==> src/rtl/pfa_pkg.sv <==
// ----------------------------------------------------------------------------
// pfa_pkg
// shared types, codes and default sizes for the partition fit allocator
// ----------------------------------------------------------------------------
package pfa_pkg;

  localparam int NUM_PARTITIONS_DEF = 16;
  localparam int SIZE_WIDTH_DEF     = 16;

  // fixed field widths of the ports
  localparam int IDX_PORT_W   = 4;
  localparam int AMOUNT_W     = 16;
  localparam int STATUS_W     = 2;
  localparam int CFG_IDX_W    = 2;
  localparam int CFG_DATA_W   = 5;
  localparam int POLICY_W     = 2;
  localparam int ACTIVE_W     = 5;

  // operation codes
  localparam logic OP_LOAD  = 1'b0;
  localparam logic OP_ALLOC = 1'b1;

  // result status codes
  localparam logic [STATUS_W-1:0] STATUS_LOADED    = 2'd0;
  localparam logic [STATUS_W-1:0] STATUS_ALLOCATED = 2'd1;
  localparam logic [STATUS_W-1:0] STATUS_NO_FIT    = 2'd2;

  // fit policies, the unused code behaves as first fit
  localparam logic [POLICY_W-1:0] FIT_FIRST = 2'd0;
  localparam logic [POLICY_W-1:0] FIT_BEST  = 2'd1;
  localparam logic [POLICY_W-1:0] FIT_WORST = 2'd2;

  // configuration register indexes
  localparam logic [CFG_IDX_W-1:0] CFG_FIT_POLICY = 2'd0;
  localparam logic [CFG_IDX_W-1:0] CFG_ACTIVE     = 2'd1;

  localparam logic [ACTIVE_W-1:0] ACTIVE_RESET = 5'd16;

  typedef enum logic [2:0] {
    ST_IDLE = 3'b001,
    ST_SCAN = 3'b010,
    ST_DONE = 3'b100
  } state_t;

endpackage

==> src/rtl/partition_fit_allocator.sv <==
// ----------------------------------------------------------------------------
// partition_fit_allocator
// fixed-partition allocator with first, best or worst fit over a size memory
// ----------------------------------------------------------------------------
//
// channel  direction  handshake              payload
// in_      input      in_valid / in_ready    in_operation, in_partition_index, in_amount
// out_     output     out_valid / out_ready  out_status, out_chosen_partition, out_leftover
// cfg_     input      cfg_valid / cfg_ready  cfg_index, cfg_wdata
//
// a load word goes from acceptance straight to the done state and its result;
// an allocate word reads limit = min(active_partitions, NUM_PARTITIONS) entries,
// one read per partition, then makes the last compare and moves from the scan
// state to the done state, which gives the result; the scan reads one size
// memory entry per cycle through a single subtract-and-compare unit
// reset (rst_n low, synchronous) clears the in-use marks, the control registers and
// the sequencer; partition sizes are undefined until loaded
// a word is accepted while a finished result still waits on out_; the
// sequencer then holds in its done state until the output register frees
//
module partition_fit_allocator #(
  parameter int NUM_PARTITIONS = pfa_pkg::NUM_PARTITIONS_DEF,
  parameter int SIZE_WIDTH     = pfa_pkg::SIZE_WIDTH_DEF
) (
  input  logic                              clk,
  input  logic                              rst_n,

  input  logic                              in_valid,
  output logic                              in_ready,
  input  logic                              in_operation,
  input  logic [pfa_pkg::IDX_PORT_W-1:0]    in_partition_index,
  input  logic [pfa_pkg::AMOUNT_W-1:0]      in_amount,

  output logic                              out_valid,
  input  logic                              out_ready,
  output logic [pfa_pkg::STATUS_W-1:0]      out_status,
  output logic [pfa_pkg::IDX_PORT_W-1:0]    out_chosen_partition,
  output logic [pfa_pkg::AMOUNT_W-1:0]      out_leftover,

  input  logic                              cfg_valid,
  output logic                              cfg_ready,
  input  logic [pfa_pkg::CFG_IDX_W-1:0]     cfg_index,
  input  logic [pfa_pkg::CFG_DATA_W-1:0]    cfg_wdata
);

  // memory address and scan counter widths
  localparam int IDX_W = (NUM_PARTITIONS > 1) ? $clog2(NUM_PARTITIONS) : 1;
  localparam int CNT_W = $clog2(NUM_PARTITIONS + 1);
  // wide enough for any port field and for size widths up to 48 bits
  localparam int EXT_W = 48;

  // configuration registers
  logic [pfa_pkg::POLICY_W-1:0] fit_policy_r, fit_policy_nxt;
  logic [pfa_pkg::ACTIVE_W-1:0] active_r, active_nxt;

  // sequencer and per-word control
  pfa_pkg::state_t              state_r, state_nxt;
  logic [CNT_W-1:0]             scan_r, scan_nxt;
  logic [CNT_W-1:0]             limit_r, limit_nxt;
  logic                         cmp_v_r, cmp_v_nxt;
  logic                         found_r, found_nxt;
  logic                         out_valid_r, out_valid_nxt;
  logic [NUM_PARTITIONS-1:0]    in_use_r, in_use_nxt;

  // payload registers
  logic                         op_r, op_nxt;
  logic [SIZE_WIDTH-1:0]        amount_r, amount_nxt;
  logic [IDX_W-1:0]             pick_idx_r, pick_idx_nxt;
  logic [SIZE_WIDTH-1:0]        pick_left_r, pick_left_nxt;
  logic [pfa_pkg::STATUS_W-1:0] out_status_r, out_status_nxt;
  logic [pfa_pkg::IDX_PORT_W-1:0] out_idx_r, out_idx_nxt;
  logic [pfa_pkg::AMOUNT_W-1:0] out_left_r, out_left_nxt;

  // size memory, one write port at load, one registered read port for the scan
  logic [SIZE_WIDTH-1:0]        size_mem [NUM_PARTITIONS];
  logic [SIZE_WIDTH-1:0]        rd_data_r;
  logic                         rd_used_r;
  logic [IDX_W-1:0]             rd_addr;
  logic [IDX_W-1:0]             cmp_idx_r;
  logic                         mem_we;
  logic [IDX_W-1:0]             ld_addr;
  logic [SIZE_WIDTH-1:0]        in_amount_trunc;

  // shared compare unit
  logic [SIZE_WIDTH:0]          diff;
  logic                         fits;
  logic                         take;
  logic                         issue;

  logic [EXT_W-1:0]             ld_idx_ext;
  logic [EXT_W-1:0]             amt_ext;
  logic [EXT_W-1:0]             pick_idx_ext;
  logic [EXT_W-1:0]             pick_left_ext;

  assign ld_idx_ext      = EXT_W'(in_partition_index);
  assign ld_addr         = ld_idx_ext[IDX_W-1:0];
  assign amt_ext         = EXT_W'(in_amount);
  // request kept to the stored size width
  assign in_amount_trunc = amt_ext[SIZE_WIDTH-1:0];
  assign pick_idx_ext    = EXT_W'(pick_idx_r);
  assign pick_left_ext   = EXT_W'(pick_left_r);

  assign rd_addr = scan_r[IDX_W-1:0];
  assign issue   = (state_r == pfa_pkg::ST_SCAN) && (scan_r < limit_r);

  // size minus request, borrow means too small
  assign diff = {1'b0, rd_data_r} - {1'b0, amount_r};
  assign fits = !diff[SIZE_WIDTH] && !rd_used_r;

  always_comb begin
    take = 1'b0;
    if (fits) begin
      if (!found_r) begin
        take = 1'b1;
      end else begin
        unique case (fit_policy_r)
          pfa_pkg::FIT_BEST:  take = diff[SIZE_WIDTH-1:0] < pick_left_r;
          pfa_pkg::FIT_WORST: take = diff[SIZE_WIDTH-1:0] > pick_left_r;
          default:            take = 1'b0;
        endcase
      end
    end
  end

  assign in_ready  = (state_r == pfa_pkg::ST_IDLE);
  assign cfg_ready = 1'b1;

  always_comb begin
    fit_policy_nxt = fit_policy_r;
    active_nxt     = active_r;
    state_nxt      = state_r;
    scan_nxt       = scan_r;
    limit_nxt      = limit_r;
    cmp_v_nxt      = 1'b0;
    found_nxt      = found_r;
    out_valid_nxt  = out_valid_r;
    in_use_nxt     = in_use_r;
    op_nxt         = op_r;
    amount_nxt     = amount_r;
    pick_idx_nxt   = pick_idx_r;
    pick_left_nxt  = pick_left_r;
    out_status_nxt = out_status_r;
    out_idx_nxt    = out_idx_r;
    out_left_nxt   = out_left_r;
    mem_we         = 1'b0;

    if (cfg_valid) begin
      unique case (cfg_index)
        pfa_pkg::CFG_FIT_POLICY: fit_policy_nxt = cfg_wdata[pfa_pkg::POLICY_W-1:0];
        pfa_pkg::CFG_ACTIVE:     active_nxt     = cfg_wdata[pfa_pkg::ACTIVE_W-1:0];
        default: ;
      endcase
    end

    // result taken
    if (out_valid_r && out_ready) begin
      out_valid_nxt = 1'b0;
    end

    unique case (state_r)
      pfa_pkg::ST_IDLE: begin
        if (in_valid) begin
          op_nxt     = in_operation;
          amount_nxt = in_amount_trunc;
          scan_nxt   = '0;
          found_nxt  = 1'b0;
          // active count saturates at the partition count
          if (32'(active_r) > NUM_PARTITIONS) begin
            limit_nxt = CNT_W'(NUM_PARTITIONS);
          end else begin
            limit_nxt = CNT_W'(active_r);
          end
          if (in_operation == pfa_pkg::OP_LOAD) begin
            // out-of-range load writes nothing but still answers
            if (32'(in_partition_index) < NUM_PARTITIONS) begin
              mem_we              = 1'b1;
              in_use_nxt[ld_addr] = 1'b0;
            end
            state_nxt = pfa_pkg::ST_DONE;
          end else begin
            state_nxt = pfa_pkg::ST_SCAN;
          end
        end
      end

      pfa_pkg::ST_SCAN: begin
        // read of entry scan_r is issued now, compared in the next cycle
        if (issue) begin
          scan_nxt  = scan_r + 1'b1;
          cmp_v_nxt = 1'b1;
        end
        if (cmp_v_r && take) begin
          found_nxt     = 1'b1;
          pick_idx_nxt  = cmp_idx_r;
          pick_left_nxt = diff[SIZE_WIDTH-1:0];
        end
        if (!issue && !cmp_v_r) begin
          state_nxt = pfa_pkg::ST_DONE;
        end
      end

      pfa_pkg::ST_DONE: begin
        // wait for a free output register
        if (!out_valid_r || out_ready) begin
          out_valid_nxt = 1'b1;
          state_nxt     = pfa_pkg::ST_IDLE;
          if (op_r == pfa_pkg::OP_LOAD) begin
            out_status_nxt = pfa_pkg::STATUS_LOADED;
            out_idx_nxt    = '0;
            out_left_nxt   = '0;
          end else if (found_r) begin
            out_status_nxt         = pfa_pkg::STATUS_ALLOCATED;
            out_idx_nxt            = pick_idx_ext[pfa_pkg::IDX_PORT_W-1:0];
            out_left_nxt           = pick_left_ext[pfa_pkg::AMOUNT_W-1:0];
            in_use_nxt[pick_idx_r] = 1'b1;
          end else begin
            // nothing fits, marks untouched
            out_status_nxt = pfa_pkg::STATUS_NO_FIT;
            out_idx_nxt    = '0;
            out_left_nxt   = '0;
          end
        end
      end

      default: begin
        state_nxt = pfa_pkg::ST_IDLE;
      end
    endcase
  end

  // control state
  always_ff @(posedge clk) begin
    if (!rst_n) begin
      fit_policy_r <= pfa_pkg::FIT_FIRST;
      active_r     <= pfa_pkg::ACTIVE_RESET;
      state_r      <= pfa_pkg::ST_IDLE;
      scan_r       <= '0;
      limit_r      <= '0;
      cmp_v_r      <= 1'b0;
      found_r      <= 1'b0;
      out_valid_r  <= 1'b0;
      in_use_r     <= '0;
    end else begin
      fit_policy_r <= fit_policy_nxt;
      active_r     <= active_nxt;
      state_r      <= state_nxt;
      scan_r       <= scan_nxt;
      limit_r      <= limit_nxt;
      cmp_v_r      <= cmp_v_nxt;
      found_r      <= found_nxt;
      out_valid_r  <= out_valid_nxt;
      in_use_r     <= in_use_nxt;
    end
  end

  // payload
  always_ff @(posedge clk) begin
    op_r         <= op_nxt;
    amount_r     <= amount_nxt;
    pick_idx_r   <= pick_idx_nxt;
    pick_left_r  <= pick_left_nxt;
    out_status_r <= out_status_nxt;
    out_idx_r    <= out_idx_nxt;
    out_left_r   <= out_left_nxt;
  end

  // size memory
  always_ff @(posedge clk) begin
    if (mem_we) begin
      size_mem[ld_addr] <= in_amount_trunc;
    end
    rd_data_r <= size_mem[rd_addr];
    rd_used_r <= in_use_r[rd_addr];
    cmp_idx_r <= rd_addr;
  end

  assign out_valid            = out_valid_r;
  assign out_status           = out_status_r;
  assign out_chosen_partition = out_idx_r;
  assign out_leftover         = out_left_r;

endmodule
==> config.mk <==
export PLATFORM = sky130hd
export DESIGN_NAME = partition_fit_allocator
export DESIGN_NICKNAME = d
export VERILOG_FILES = /design/src/rtl/pfa_pkg.sv /design/src/rtl/partition_fit_allocator.sv
export SDC_FILE = /design/constraint.sdc
export NUM_CORES = 1
export LEC_CHECK = 0
export ABC_AREA = 0
export BUFFER_PORTS_ARGS = -buffer_cell sky130_fd_sc_hd__buf_2
export CAP_MARGIN = 20
export CORE_ASPECT_RATIO = 0.5
export CORE_MARGIN = 3
export CORE_UTILIZATION = 63
export DETAILED_ROUTE_END_ITERATION = 8
export GPL_TIMING_DRIVEN = 0
export HOLD_SLACK_MARGIN = 0.03
export PLACE_DENSITY = 0.81
export SLEW_MARGIN = 10
export SYNTH_ARGS = -nofsm -noshare
export SYNTH_HDL_FRONTEND = slang
export SYNTH_SLANG_ARGS = --single-unit
export TNS_END_PERCENT = 100
==> constraint.sdc <==
create_clock -name clk -period 9.83 [get_ports clk]
set_clock_uncertainty 0.2 [all_clocks]
set_input_delay 1.966 -clock clk [delete_from_list [all_inputs] [get_ports clk]]
set_output_delay 1.966 -clock clk [all_outputs]
set_load 0.05 [all_outputs]
# After elaboration in Yosys (flattened, before gate mapping)
# Memory sizes are Yosys's and may differ from the RTL's. A register that Yosys moved wholly into a read port is not among the register bits.
# Index checks and enable logic that the tools add are counted.
[word_totals]
ff_bits = 103
mem_bits_rw = 256
output_inout_bits = 25
elab_cells = 111
mem_count = 1
[memory_table]
columns = ["memory", "words", "width", "read_ports", "rd_ports_with_merged_regs", "write_ports", "line_no", "text"]
rows = [
  ["size_mem", 16, 16, 1, 1, 1, "partition_fit_allocator.sv:75", "logic [SIZE_WIDTH-1:0] size_mem [NUM_PARTITIONS];"],
]
[op_classes]
add_sub_neg = 2
magnitude_cmp = 9
n_eq_ne = 14
mux = 37
bitwise = 3
n_reduce_logical = 27
[ops]
columns = ["operator", "n"]
rows = [
  ["$mux 16", 5],
  ["$pmux 16 s2", 1],
  ["$sub 16x16->17", 1],
  ["$and 16x16->16", 1],
  ["$gt 16x16->1", 1],
  ["$lt 16x16->1", 1],
  ["$mux 1", 16],
  ["$not 16->16", 1],
  ["$or 16x16->16", 1],
  ["$lt 4x5->1 const B", 3],
  ["$mux 5", 3],
  ["$reduce_and 2->1", 7],
  ["$mux 3", 4],
  ["$ne 2x2->1 const B", 6],
  ["$pmux 5 s2", 1],
  ["$pmux 3 s3", 1],
  ["$reduce_and 3->1", 3],
  ["$demux 1 s4", 2],
  ["$ge 4x1->1 const B", 2],
  ["$logic_and 1x1->1", 7],
  ["$reduce_and 6->1", 1],
  ["$add 5x1->5 const B", 1],
  ["$gt 5x5->1 const B", 1],
  ["$logic_not 1->1", 5],
  ["13 further kinds", 17],
]

# Depth between registers and ports, before layout
# Gate-level depths: netlist of the first run.
[logic_depth]
word_depth = 9
mapped_depth = 16
depth_no_buf = 16

# Worst setup path after synthesis of the first run
# No wires, ideal clock.
[synth_path]
path_type = "reg-to-reg"
from = "reg rd_data_r[0] (read register of size_mem)"
to = "reg pick_idx_r[0], enable pin"
setup_time_ns = 0.404
arrival_ns = 4.142
required_time_ns = 9.226
setup_slack_ns = 5.084
path_stages_with_launch = 17
period_less_slack_ns = 4.746
cell_sequence = "dfxtp_1 -> inv_1 -> ha_1 -> inv_1 -> fa_1 -> a211oi_1 -> o211ai_1 -> a41oi_1 -> o21ai_0 -> xor2_1 -> ha_1 -> nand4_1 -> nor2_1 -> a221o_1 -> a211oi_1 -> mux2i_1 -> a21oi_1"
[synth_via]
elab_chain_len = 7
[synth_rtl]
columns = ["item", "line_no", "text"]
rows = [
  ["start, declared", "partition_fit_allocator.sv:76", "logic [SIZE_WIDTH-1:0] rd_data_r;"],
  ["$sub 16x16->17 (*)", "partition_fit_allocator.sv:107", "assign diff = {1'b0, rd_data_r} - {1'b0, amount_r};"],
  ["net diff[14]", "partition_fit_allocator.sv:85", "logic [SIZE_WIDTH:0] diff;"],
  ["$gt 16x16->1 or $lt 16x16->1 (tied branches)", "partition_fit_allocator.sv:118, partition_fit_allocator.sv:117", ""],
  ["$pmux 1 s2 (*)", "partition_fit_allocator.sv:116", "unique case (fit_policy_r)"],
  ["$mux 1 (*)", "partition_fit_allocator.sv:113", "if (!found_r) begin"],
  ["$mux 1 (*)", "partition_fit_allocator.sv:112", "if (fits) begin"],
  ["$logic_and 1x1->1 (*)", "partition_fit_allocator.sv:192", "if (cmp_v_r && take) begin"],
  ["$reduce_and 2->1 (no line) (*)", "-", ""],
  ["end signal, assigned", "partition_fit_allocator.sv:260", "pick_idx_r <= pick_idx_nxt;"],
  ["end, declared", "partition_fit_allocator.sv:68", "logic [IDX_W-1:0] pick_idx_r, pick_idx_nxt;"],
]
# The timed path passes the listed nets; every way through them passes the cells marked *.
# A chain may end at the register's enable or synchronous reset.

# Final worst setup path of the first run
[layout_path]
from = "reg amount_r[0]"
to = "reg pick_left_r[6], enable pin"
[layout_via]
elab_chain_len = 7
[layout_rtl]
columns = ["item", "line_no", "text"]
rows = [
  ["start, declared", "partition_fit_allocator.sv:67", "logic [SIZE_WIDTH-1:0] amount_r, amount_nxt;"],
  ["start signal, assigned", "partition_fit_allocator.sv:259", "amount_r <= amount_nxt;"],
  ["$sub 16x16->17 (*)", "partition_fit_allocator.sv:107", ""],
  ["net diff[14]", "partition_fit_allocator.sv:85", ""],
  ["$gt 16x16->1 or $lt 16x16->1 (tied branches)", "partition_fit_allocator.sv:118, partition_fit_allocator.sv:117", ""],
  ["$pmux 1 s2 (*)", "partition_fit_allocator.sv:116", ""],
  ["$mux 1 (*)", "partition_fit_allocator.sv:113", ""],
  ["$mux 1 (*)", "partition_fit_allocator.sv:112", ""],
  ["$logic_and 1x1->1 (*)", "partition_fit_allocator.sv:192", ""],
  ["$reduce_and 2->1 (no line) (*)", "-", ""],
  ["end signal, assigned", "partition_fit_allocator.sv:261", "pick_left_r <= pick_left_nxt;"],
  ["end, declared", "partition_fit_allocator.sv:69", "logic [SIZE_WIDTH-1:0] pick_left_r, pick_left_nxt;"],
]
# Marked as above.

==> impl_metrics.sql, run 1 <==
INSERT INTO impl_metrics (metric_group, metric, value, unit) VALUES
('logic_synthesis', 'synth_area_in_compound_gates', '0.0480', ''),
('logic_synthesis', 'ys.warnings.count', '0', ''),
('die', 'start_util', '0.653', ''),
('logic_synthesis', 'synth_adder_area_share', '0.0335', ''),
('pwr', 'power_density', '184', 'mW/mm^2'),
('logic_synthesis', 'synth_nets', '966', ''),
('clocking', 'cts_inserted_buffers', '31', ''),
('logic_synthesis', 'synth.cells.most_frequent', '315 x sky130_fd_sc_hd__edfxtp_1, 85 x sky130_fd_sc_hd__mux4_2, 60 x sky130_fd_sc_hd__dfxtp_1, 54 x sky130_fd_sc_hd__a21oi_1', ''),
('logic_synthesis', 'synth.ff_latch_count', '375', ''),
('die', 'design.die.area', '0.0261', 'mm^2'),
('pwr', 'leakage', '5.86', 'nW'),
('clocking', 'clock_tree_from_tritoncts', 'yes', ''),
('drt', 'drtPass1Iterations', '5', ''),
('critical_path', 'worst-endpoint-arrival', '4.98', 'ns'),
('timing', 'setup_tns', '0', 'ns'),
('die', 'row_count', '39', ''),
('logic_synthesis', 'ys_top_cells_by_area', 'sky130_fd_sc_hd__edfxtp_1 62%, sky130_fd_sc_hd__mux4_2 13%, sky130_fd_sc_hd__dfxtp_1 7.9%, sky130_fd_sc_hd__ha_1 3.2%, sky130_fd_sc_hd__a21oi_1 1.8%', ''),
('pwr', 'report.power.total', '3.16', 'mW'),
('critical_path', 'crit_path_cell_trace', 'ha_1 -> inv_1 -> fa_1 -> a211oi_1 -> o211ai_1 -> a41oi_1 -> o21ai_0 -> xor2_1 -> ha_1 -> nand4_1 -> nor2_1 -> a221o_1 -> a211oi_1 -> mux2i_1 -> a21oi_2 -> buf_8', ''),
('clocking', 'cts.root.buffer_cell', 'sky130_fd_sc_hd__clkbuf_16', ''),
('logic_synthesis', 'post-synth-top-area-cell', 'sky130_fd_sc_hd__edfxtp_1', ''),
('logic_synthesis', 'yosysUniqueCellTypes', '54', ''),
('critical_path', 'critical_path.max_fanout', '16', ''),
('placed_design', 'globalplace.congestion', '0.859', ''),
('logic_synthesis', 'synth_xor_xnor_area_share', '0.00693', ''),
('clocking', 'cts.hold.buffers_added', '0', ''),
('critical_path', 'crit_required', '9.92', 'ns'),
('finish', 'drive_above_1_share', '0.233', ''),
('logic_synthesis', 'post_synth_and_or_nand_nor_area_fraction', '0.0545', ''),
('clocking', 'post_cts_setup_buffer_count', '0', ''),
('logic_synthesis', 'synthesis.area', '0.0152', 'mm^2'),
('logic_synthesis', 'synthesis.instances', '893', ''),
('timing', 'final_period_minus_worst_setup_slack', '4.89', 'ns'),
('pwr', 'vdd_ir_drop_max', '0.139', 'mV'),
('drt', 'dr.first_iter.drc_count', '1117', ''),
('logic_synthesis', 'synth.area.mux_share', '0.131', ''),
('timing', 'layout_setup_ws', '4.94', 'ns'),
('drt', 'detail_route.vias_per_cell', '6.59', ''),
('timing', 'clock.fmax', '204', 'MHz'),
('drt', 'drc_errors', '0', ''),
('placed_design', 'dp_slack', '5.02', 'ns'),
('grt', 'track_usage', '0.289', ''),
('timing', 'final.period_utilization', '0.498', ''),
('finish', 'synthToLayoutAreaGrowth', '13.5', '%'),
('die', 'floorplan.die.height', '116', 'um'),
('drt', 'routedWlPerCell', '27.4', 'um'),
('job', 'drv_cap', '0', ''),
('outcome', 'outcome', 'completed', ''),
('logic_synthesis', 'synth_top_area_share', '0.624', ''),
('die', 'io_pins', '58', ''),
('grt', 'globalRoute.totalOverflow', '0', ''),
('die', 'coreArea', '0.0232', 'mm^2'),
('drt', 'totalWireLength', '36.5', 'mm'),
('clocking', 'clock_tree.htree_level_count', '1', ''),
('placed_design', 'hpwl', '23.6', 'mm'),
('placed_design', 'numPortBuffers', '53', ''),
('logic_synthesis', 'syn_avg_cell_area', '17.0', 'um^2'),
('logic_synthesis', 'synth_edf_count', '315', ''),
('grt', 'grt_first_pass_wirelength', '54.3', 'mm'),
('grt', 'antenna_violations_before_repair', '2', ''),
('logic_synthesis', 'synthMostInstantiatedCell', 'sky130_fd_sc_hd__edfxtp_1', ''),
('clocking', 'post_cts_resize_count', '0', ''),
('timing', 'tightestPinTransition', '1.19', 'ns'),
('timing', 'final-max-slew-violation-count', '0', ''),
('finish', 'fin_nets', '1073', ''),
('min_path', 'hold_class', 'register to register', ''),
('grt', 'grt_pass1_vias', '8801', ''),
('clocking', 'cts_max_path_buffers', '3', ''),
('timing', 'finalHoldViolCount', '0', ''),
('drt', 'final_antenna_net_count', '0', ''),
('logic_synthesis', 'seq_area_frac_synth', '0.703', '');
cell type report:
type | instances | area, um^2 | share of cell area
clock buffers | 42 | 847 | 0.0492
well taps | 307 | 384 | 0.0223
inverters | 52 | 196 | 0.0114
multi-input cells | 430 | 4200 | 0.244
diodes | 2 | 5.00 | 0.000291
clock inverters | 16 | 144 | 0.00836
flip-flops and latches | 375 | 10700 | 0.620
plain buffers | 36 | 150 | 0.00873
repair buffers | 74 | 613 | 0.0356
layout by cell type (no fill, tap or decap), drive strengths merged, types with 3 or more instances in the layout:
| cell type | Yosys | final |
|---|---|---|
| a21oi | 54 | 54 |
| nor2 | 51 | 51 |
| nand2b | 9 | 9 |
| nand2 | 41 | 41 |
| xor2 | 3 | 3 |
| a211oi | 6 | 6 |
| mux2i | 7 | 7 |
| or3 | 5 | 5 |
| edfxtp | 315 | 315 |
| a21o | 6 | 6 |
| nor2b | 6 | 6 |
| a2111o | 4 | 4 |
| and3 | 6 | 6 |
| clkinv | 1 | 13 |
| buf | 12 | 86 |
| dfxtp | 60 | 60 |
| nor3 | 8 | 8 |
| clkbuf | 24 | 66 |
| nor3b | 6 | 6 |
| mux4 | 85 | 85 |
| o21bai | 3 | 3 |
| xnor2 | 9 | 9 |
| ha | 39 | 39 |
| inv | 51 | 53 |
| nand4 | 3 | 3 |
| o211ai | 6 | 6 |
| nand3 | 18 | 18 |
| o21ai | 24 | 24 |
through the flow:
step	util	area [um^2]	instances
after floorplan	-	15200	893
after global placement	0.681	15800	1253
after detailed placement	0.697	16200	1272
after CTS	0.739	17200	1330
after global routing	0.740	17200	1332
final	0.741	17200	1334
path summary, 6_finish.rpt:
check                                  from             end  slack, ns  depth (start not counted)
worst max-delay path            amount_r[0]  pick_left_r[6]       4.94                         16
worst min-delay path              scan_r[0]    cmp_idx_r[0]       0.18                          0
worst max register to register  amount_r[0]  pick_left_r[6]       4.94                         16
worst min register to register    scan_r[0]    cmp_idx_r[0]       0.18                          0
sequential cells by signal (all words and copies together) (netlist names), 5 cells and up:
name,flops
active_r,5
amount_r,16
in_use_r,16
limit_r,5
out_leftover,16
pick_left_r,16
rd_data_r,16
scan_r,5
size_mem,256
power breakdown:
| part | total [mW] | switching (mW) | internal [mW] | leakage (nW) |
|---|---|---|---|---|
| Sequential | 1.75 | 0.00838 | 1.74 | 3.36 |
| Combinational | 0.187 | 0.129 | 0.0585 | 2.01 |
| Clock | 1.22 | 0.561 | 0.661 | 0.490 |
per-layer routing:
metal | GRT usage | part of all wire | vias to the layer above
met2 | 0.444 | 0.45 | 617
met5 | 0 | 0.00060 | -
met1 | 0.403 | 0.39 | 4346
li1 | - | - | 3708
met4 | 0.109 | 0.041 | 4
met3 | 0.0855 | 0.12 | 113
critical path, delay by kind of cell (launching register included):
kind / cells / cell delay (ns)
AO/OA/AOI/OAI: 7 / 2.13
adder cells (fa/ha/maj): 3 / 0.98
flip-flops: 1 / 0.34
buffers and inverters: 2 / 0.29
XOR/XNOR: 1 / 0.27
AND/OR/NAND/NOR: 2 / 0.23
multiplexers: 1 / 0.15
cells by family after synthesis:
| family | after synthesis |
|---|---|
| mux | 92 |
| xor+xnor | 12 |
| fa+ha+maj | 40 |
| buf+inv | 88 |
| compound gates | 119 |
| other cells | 1 |
| simple gates | 166 |
| flops | 375 |
Note: power is estimated with default switching activity, not from simulation.
==> inputs of run 2 (changes only) <==
--- a/config.mk
+++ b/config.mk
@@ -10,11 +10,11 @@
 export CAP_MARGIN = 20
 export CORE_ASPECT_RATIO = 0.5
 export CORE_MARGIN = 3
-export CORE_UTILIZATION = 63
+export CORE_UTILIZATION = 55
 export DETAILED_ROUTE_END_ITERATION = 8
 export GPL_TIMING_DRIVEN = 0
 export HOLD_SLACK_MARGIN = 0.03
-export PLACE_DENSITY = 0.81
+export PLACE_DENSITY = 0.75
 export SLEW_MARGIN = 10
 export SYNTH_ARGS = -nofsm -noshare
 export SYNTH_HDL_FRONTEND = slang
==> constraint.sdc (replaced) <==
create_clock -name clk -period 4.3 [get_ports clk]
set_clock_uncertainty 0.2 [all_clocks]
set_input_delay 0.86 -clock clk [delete_from_list [all_inputs] [get_ports clk]]
set_output_delay 0.86 -clock clk [all_outputs]
set_load 0.05 [all_outputs]
==> run 2 against run 1 <==
  * The run now ends with setup timing left
  * Setup slack worse by 5.1 ns
  * Fmax rose by 9.0%
  * Global-route usage down 4.7 points
  * Critical endpoint is now pick_idx_r[1]
  * Largest power group unchanged
==> impl_metrics.sql, run 2 (synthesis results as in run 1) <==
INSERT INTO impl_metrics (metric_group, metric, value, unit) VALUES
('finish', 'most-common-layout-cells', '315 x sky130_fd_sc_hd__edfxtp_1, 85 x sky130_fd_sc_hd__mux4_2, 62 x sky130_fd_sc_hd__buf_2', ''),
('drt', 'drc_errors', '0', ''),
('placed_design', 'dp_slack', '-0.827', 'ns'),
('clocking', 'cts_inserted_buffers', '34', ''),
('timing', 'timing.final.setup_violations', '20', ''),
('critical_path', 'critical_path.max_fanout', '10', ''),
('clocking', 'cts.sink_count', '375', ''),
('job', 'drv_cap', '0', ''),
('clocking', 'clk_pin_slew', '0.07', 'ns'),
('placed_design', 'hpwl', '21.8', 'mm'),
('grt', 'grt_pass1_vias', '8411', ''),
('clocking', 'cts.hold.buffers_added', '0', ''),
('critical_path', 'element_type_at_the_critical_path_start', 'register', ''),
('timing', 'layout_setup_ws', '-0.189', 'ns'),
('outcome', 'outcome', 'finished with violations', ''),
('finish', 'final_common_cell', 'sky130_fd_sc_hd__edfxtp_1', ''),
('timing', 'final.period_utilization', '1.04', ''),
('die', 'die_w', '241', 'um'),
('timing', 'clock.fmax', '223', 'MHz'),
('finish', 'regArea', '0.0107', 'mm^2'),
('finish', 'fin_nets', '1084', ''),
('critical_path', 'cp-startpoint', 'rd_data_r[0]', ''),
('critical_path', 'criticalPathCategory', 'register to register', ''),
('timing', 'rsz0062_at_grt', 'true', ''),
('finish', 'synthToLayoutAreaGrowth', '15.8', '%'),
('finish', 'top_register', 'size_mem', ''),
('critical_path', 'worst-endpoint-arrival', '4.57', 'ns'),
('finish', 'multi_input_area', '0.00440', 'mm^2'),
('drt', 'dr.first_iter.drc_count', '984', ''),
('min_path', 'hold_path.startpoint', 'scan_r[0]', ''),
('grt', 'antenna_violations_before_repair', '0', ''),
('pwr', 'vdd_ir_drop_max', '0.225', 'mV'),
('critical_path', 'cp_top_family', 'compound AO/OA/AOI/OAI gates', ''),
('drt', 'num_vias', '8617', ''),
('critical_path', 'crit_path_max_incr_delay', '0.38', 'ns'),
('finish', 'finalNonFillerCells', '1389', ''),
('timing', 'finalHoldViolCount', '0', ''),
('die', 'io_pins', '58', ''),
('drt', 'final_antenna_net_count', '0', ''),
('drt', 'drtPass1Iterations', '5', ''),
('finish', 'drive_above_1_share', '0.267', ''),
('die', 'start_util', '0.567', ''),
('die', 'design.die.area', '0.0297', 'mm^2'),
('critical_path', 'worstPathBufferInverterCount', '5', ''),
('timing', 'tightestPinTransition', '1.06', 'ns'),
('placed_design', 'numPortBuffers', '53', ''),
('drt', 'routedWlPerCell', '25.1', 'um'),
('critical_path', 'startpoint_of_the_worst_register_to_register_path', 'rd_data_r[0]', ''),
('timing', 'slew-limit-headroom', '0.296', ''),
('die', 'floorplan.die.height', '123', 'um'),
('pwr', 'leakage', '5.97', 'nW'),
('placed_design', 'post-place-cells', '1312', ''),
('die', 'coreArea', '0.0267', 'mm^2'),
('critical_path', 'crit_required', '4.38', 'ns'),
('clocking', 'clock_tree_from_tritoncts', 'yes', ''),
('grt', 'maximum_number_of_pins_on_one_net_before_global_route_repair', '23', ''),
('timing', 'final_period_minus_worst_setup_slack', '4.49', 'ns'),
('finish', 'final_design_area_no_fill', '0.0176', 'mm^2'),
('die', 'row_count', '42', ''),
('placed_design', 'placement.cell_area', '0.0162', 'mm^2'),
('finish', 'fillers', '1705', ''),
('placed_design', 'globalplace.congestion', '0.868', ''),
('clocking', 'cts.root.buffer_cell', 'sky130_fd_sc_hd__clkbuf_16', ''),
('drt', 'detail_route.vias_per_cell', '6.20', ''),
('clocking', 'clock_latency_at_the_later_pin_of_the_worst_skew_pair', '0.54', 'ns'),
('timing', 'hold_slack', '0.177', 'ns'),
('pwr', 'power_density', '421', 'mW/mm^2'),
('finish', 'antenna_cells_inserted', '0', ''),
('grt', 'track_usage', '0.243', ''),
('clocking', 'clock_tree.htree_level_count', '2', ''),
('grt', 'globalRoute.totalOverflow', '0', ''),
('outcome', 'violations', 'setup timing', ''),
('grt', 'grt_first_pass_wirelength', '51.8', 'mm'),
('clocking', 'cts_max_path_buffers', '3', ''),
('min_path', 'hold_class', 'register to register', ''),
('critical_path', 'critPathCaptureType', 'register', ''),
('critical_path', 'critPathSlowestCell', 'sky130_fd_sc_hd__fa_2', ''),
('timing', 'final-max-slew-violation-count', '0', ''),
('drt', 'totalWireLength', '34.9', 'mm'),
('critical_path', 'crit_path_cell_trace', 'inv_1 -> ha_2 -> inv_2 -> fa_2 -> a211oi_4 -> o211ai_1 -> buf_4 -> a31o_4 -> a21oi_4 -> xnor2_4 -> ha_4 -> nand4_1 -> nor2_1 -> a221o_1 -> a211oi_2 -> mux2i_2 -> buf_4 -> a21oi_4 -> buf_12', ''),
('finish', 'largest_reg_flops', '256', '');
run 2: layout make-up:
cell class | instances | share of cell area
Sequential cell | 375 | 0.607
Multi-Input combinational cell | 431 | 0.251
Clock buffer | 42 | 0.0525
Timing Repair Buffer | 81 | 0.0363
Tap cell | 352 | 0.0251
Inverter | 52 | 0.0112
Buffer | 36 | 0.00862
Clock inverter | 20 | 0.00834
run 2: worst paths after layout:
check	slack [ns]	to	cells after the start
max	-0.19	pick_idx_r[1]	19
min	0.18	cmp_idx_r[0]	0
max reg2reg	-0.19	pick_idx_r[1]	19
min reg2reg	0.18	cmp_idx_r[0]	0
run 2: power breakdown:
part / leakage [nW] / switching (mW) / internal (mW)
Combinational: 2.08 / 0.313 / 0.157
Sequential: 3.36 / 0.0184 / 3.99
Clock: 0.537 / 1.31 / 1.60
Total: 5.97 / 1.64 / 5.75
run 2: per-layer routing:
metal,GRT usage,vias to the layer above,wire [um]
li1,-,3727,-
met1,0.358,4330,14500
met2,0.361,467,15600
met3,0.0542,93,3750
met4,0.0857,0,1090
met5,0,-,0
run 2: timing repair:
action                     CTS  global route
buffers inserted             9             8
cloned                       1             0
setup endpoints to repair   20            20
gates resized for setup     14            15
pin swaps                    8            17
run 2: per-stage QoR:
step                      power, mW  TNS (ns)   util
after detailed placement       4.49    -16.52  0.605
final                          7.39     -3.58  0.656
after floorplan                4.33         0      -
after global routing           7.62     -5.72  0.656
after CTS                      7.39         0  0.651
after global placement         4.46    -35.18  0.594
run 2: worst reg2reg max path: cells and delay by family (launching register included):
family	cells	cell delay, ns
AOI/OAI and AO/OA	7	1.61
adders and majority gates	3	0.82
buffers and inverters	5	0.66
DFF	1	0.30
and+or+nand+nor	2	0.24
muxes	1	0.24
xor gates and xnor gates	1	0.18
==> inputs of run 3 (changes only) <==
--- a/config.mk
+++ b/config.mk
@@ -9,7 +9,7 @@
 export BUFFER_PORTS_ARGS = -buffer_cell sky130_fd_sc_hd__buf_2
 export CAP_MARGIN = 20
 export CORE_ASPECT_RATIO = 0.5
-export CORE_MARGIN = 3
+export CORE_MARGIN = 2
 export CORE_UTILIZATION = 55
 export DETAILED_ROUTE_END_ITERATION = 8
 export GPL_TIMING_DRIVEN = 0
==> run 3 against run 2 <==
  * The flow still finishes with violations (setup timing)
  * Sequential share of layout area about the same
  * Die area down 2.4%
  * Clock power up 3%
  * Highest routed layer unchanged
  * Total power up 0.95%
  * Sequential cell count unchanged
  * Sequential power about the same
  * Final cell count down 0.36%
  * Final area about the same
  * Worst hold slack about the same
==> impl_metrics.sql, run 3 (synthesis results as in run 1) <==
INSERT INTO impl_metrics (metric_group, metric, value, unit) VALUES
('finish', 'final_common_cell', 'sky130_fd_sc_hd__edfxtp_1', ''),
('timing', 'clock.fmax', '232', 'MHz'),
('pwr', 'leakage', '5.94', 'nW'),
('critical_path', 'critical_path.max_fanout', '10', ''),
('critical_path', 'element_type_at_the_critical_path_start', 'register', ''),
('timing', 'final.period_utilization', '1.00', ''),
('critical_path', 'critPathCaptureType', 'register', ''),
('critical_path', 'criticalPathCategory', 'register to register', ''),
('clocking', 'clock_tree_from_tritoncts', 'yes', ''),
('drt', 'num_vias', '8559', ''),
('timing', 'timing.final.setup_violations', '20', ''),
('finish', 'regArea', '0.0107', 'mm^2'),
('timing', 'layout_setup_ws', '-0.0152', 'ns'),
('finish', 'fin_nets', '1080', ''),
('pwr', 'report.power.total', '7.46', 'mW'),
('timing', 'final-max-slew-violation-count', '0', ''),
('clocking', 'clock_latency_at_the_later_pin_of_the_worst_skew_pair', '0.58', 'ns'),
('timing', 'finalHoldViolCount', '0', ''),
('critical_path', 'cp-startpoint', 'amount_r[0]', ''),
('grt', 'globalRoute.totalOverflow', '0', ''),
('finish', 'drive_above_1_share', '0.260', ''),
('drt', 'drtPass1Iterations', '7', ''),
('die', 'start_util', '0.567', ''),
('timing', 'rsz0062_at_grt', 'true', ''),
('drt', 'detail_route.vias_per_cell', '6.18', ''),
('clocking', 'clk_pin_slew', '0.07', 'ns'),
('finish', 'antenna_cells_inserted', '0', ''),
('drt', 'totalWireLength', '35.2', 'mm'),
('placed_design', 'placement.cell_area', '0.0162', 'mm^2'),
('clocking', 'cts_max_path_buffers', '3', ''),
('pwr', 'vdd_ir_drop_max', '0.246', 'mV'),
('drt', 'dr.first_iter.drc_count', '995', ''),
('placed_design', 'numPortBuffers', '53', ''),
('outcome', 'violations', 'setup timing', ''),
('placed_design', 'hpwl', '22.3', 'mm'),
('clocking', 'clock_tree.htree_level_count', '1', ''),
('clocking', 'cts.sink_count', '375', ''),
('critical_path', 'crit_required', '4.43', 'ns'),
('grt', 'track_usage', '0.254', ''),
('finish', 'finalNonFillerCells', '1384', ''),
('die', 'design.die.area', '0.0290', 'mm^2'),
('die', 'io_pins', '58', ''),
('finish', 'largest_reg_flops', '256', ''),
('die', 'die_w', '239', 'um'),
('placed_design', 'globalplace.congestion', '0.841', ''),
('die', 'floorplan.die.height', '121', 'um'),
('drt', 'final_antenna_net_count', '0', ''),
('pwr', 'power_density', '425', 'mW/mm^2'),
('min_path', 'hold_class', 'register to register', ''),
('grt', 'grt_first_pass_wirelength', '52.8', 'mm'),
('placed_design', 'dp_slack', '-0.898', 'ns'),
('min_path', 'hold_path.startpoint', 'scan_r[0]', ''),
('drt', 'drc_errors', '0', ''),
('finish', 'most-common-layout-cells', '315 x sky130_fd_sc_hd__edfxtp_1, 85 x sky130_fd_sc_hd__mux4_2, 62 x sky130_fd_sc_hd__buf_2', ''),
('critical_path', 'worst-endpoint-arrival', '4.44', 'ns'),
('job', 'drv_cap', '0', ''),
('clocking', 'cts_inserted_buffers', '31', ''),
('placed_design', 'post-place-cells', '1312', ''),
('critical_path', 'startpoint_of_the_worst_register_to_register_path', 'amount_r[0]', ''),
('clocking', 'cts.hold.buffers_added', '0', ''),
('finish', 'top_register', 'size_mem', ''),
('finish', 'synthToLayoutAreaGrowth', '15.7', '%'),
('timing', 'tightestPinTransition', '1.05', 'ns'),
('finish', 'fillers', '1725', ''),
('grt', 'antenna_violations_before_repair', '0', ''),
('die', 'row_count', '42', ''),
('drt', 'routedWlPerCell', '25.5', 'um'),
('finish', 'multi_input_area', '0.00434', 'mm^2'),
('finish', 'final_design_area_no_fill', '0.0175', 'mm^2'),
('critical_path', 'reg2reg_slack', '-0.02', 'ns'),
('timing', 'slew-limit-headroom', '0.295', ''),
('clocking', 'cts.root.buffer_cell', 'sky130_fd_sc_hd__clkbuf_16', ''),
('outcome', 'outcome', 'finished with violations', ''),
('grt', 'grt_pass1_vias', '8614', ''),
('die', 'coreArea', '0.0267', 'mm^2'),
('timing', 'final_period_minus_worst_setup_slack', '4.32', 'ns'),
('grt', 'maximum_number_of_pins_on_one_net_before_global_route_repair', '23', '');
## run 3: stage by stage
stage          hold WS (ns)  setup TNS (ns)  utilization
6_report              0.178          -0.225        0.656
5_1_grt               0.195           -3.20        0.656
4_1_cts               0.182               0        0.654
3_5_place_dp          0.174          -17.94        0.607
3_3_place_gp          0.168          -30.79        0.594
2_1_floorplan         0.154               0            -
## run 3: cell type report
type,instances,area share
Sequential cell,375,0.608
Buffer,36,0.00856
Timing Repair Buffer,80,0.0384
Inverter,52,0.0112
Clock inverter,21,0.0148
Tap cell,352,0.0251
Clock buffer,37,0.0472
Multi-Input combinational cell,431,0.247
## run 3: layer usage
| metal | vias to the layer above | GRT usage | part of all wire |
|---|---|---|---|
| met2 | 442 | 0.392 | 0.45 |
| met1 | 4340 | 0.360 | 0.42 |
| met4 | 0 | 0.0805 | 0.031 |
| met5 | - | 0 | 0 |
| li1 | 3708 | - | - |
| met3 | 69 | 0.0621 | 0.097 |
## run 3: final timing paths
check | to | depth (start not counted)
worst min register to register | cmp_idx_r[0] | 0
worst min-delay path | cmp_idx_r[0] | 0
worst max-delay path | pick_idx_r[3] | 18
worst max register to register | pick_idx_r[3] | 18
## run 3: repair_timing
item	in CTS	in global routing
cloned	1	0
pin swaps	9	8
buffers inserted	9	3
setup endpoints to repair	20	20
gates resized for setup	16	5
## run 3: critical path, stage by stage, from the launching register on
cell                       delay, ns
sky130_fd_sc_hd__edfxtp_1       0.34
sky130_fd_sc_hd__ha_2           0.19
sky130_fd_sc_hd__inv_2          0.04
sky130_fd_sc_hd__fa_2           0.37
sky130_fd_sc_hd__a211oi_4       0.27
sky130_fd_sc_hd__o211ai_1       0.21
sky130_fd_sc_hd__a41oi_2        0.28
sky130_fd_sc_hd__o21ai_1        0.12
sky130_fd_sc_hd__xor2_1         0.17
sky130_fd_sc_hd__buf_4          0.17
sky130_fd_sc_hd__ha_4           0.23
sky130_fd_sc_hd__nand4_1        0.16
sky130_fd_sc_hd__nor2_1         0.08
sky130_fd_sc_hd__a221o_1        0.32
sky130_fd_sc_hd__a211oi_2       0.26
sky130_fd_sc_hd__mux2i_2        0.23
sky130_fd_sc_hd__buf_4          0.16
sky130_fd_sc_hd__a21oi_4        0.06
sky130_fd_sc_hd__buf_12         0.19
## run 3: report_power, final
group | switching, mW | total (mW) | internal (mW)
combinational | 0.298 | 0.450 | 0.152
sequential | 0.0198 | 4.01 | 3.99
clock | 1.27 | 3.00 | 1.73
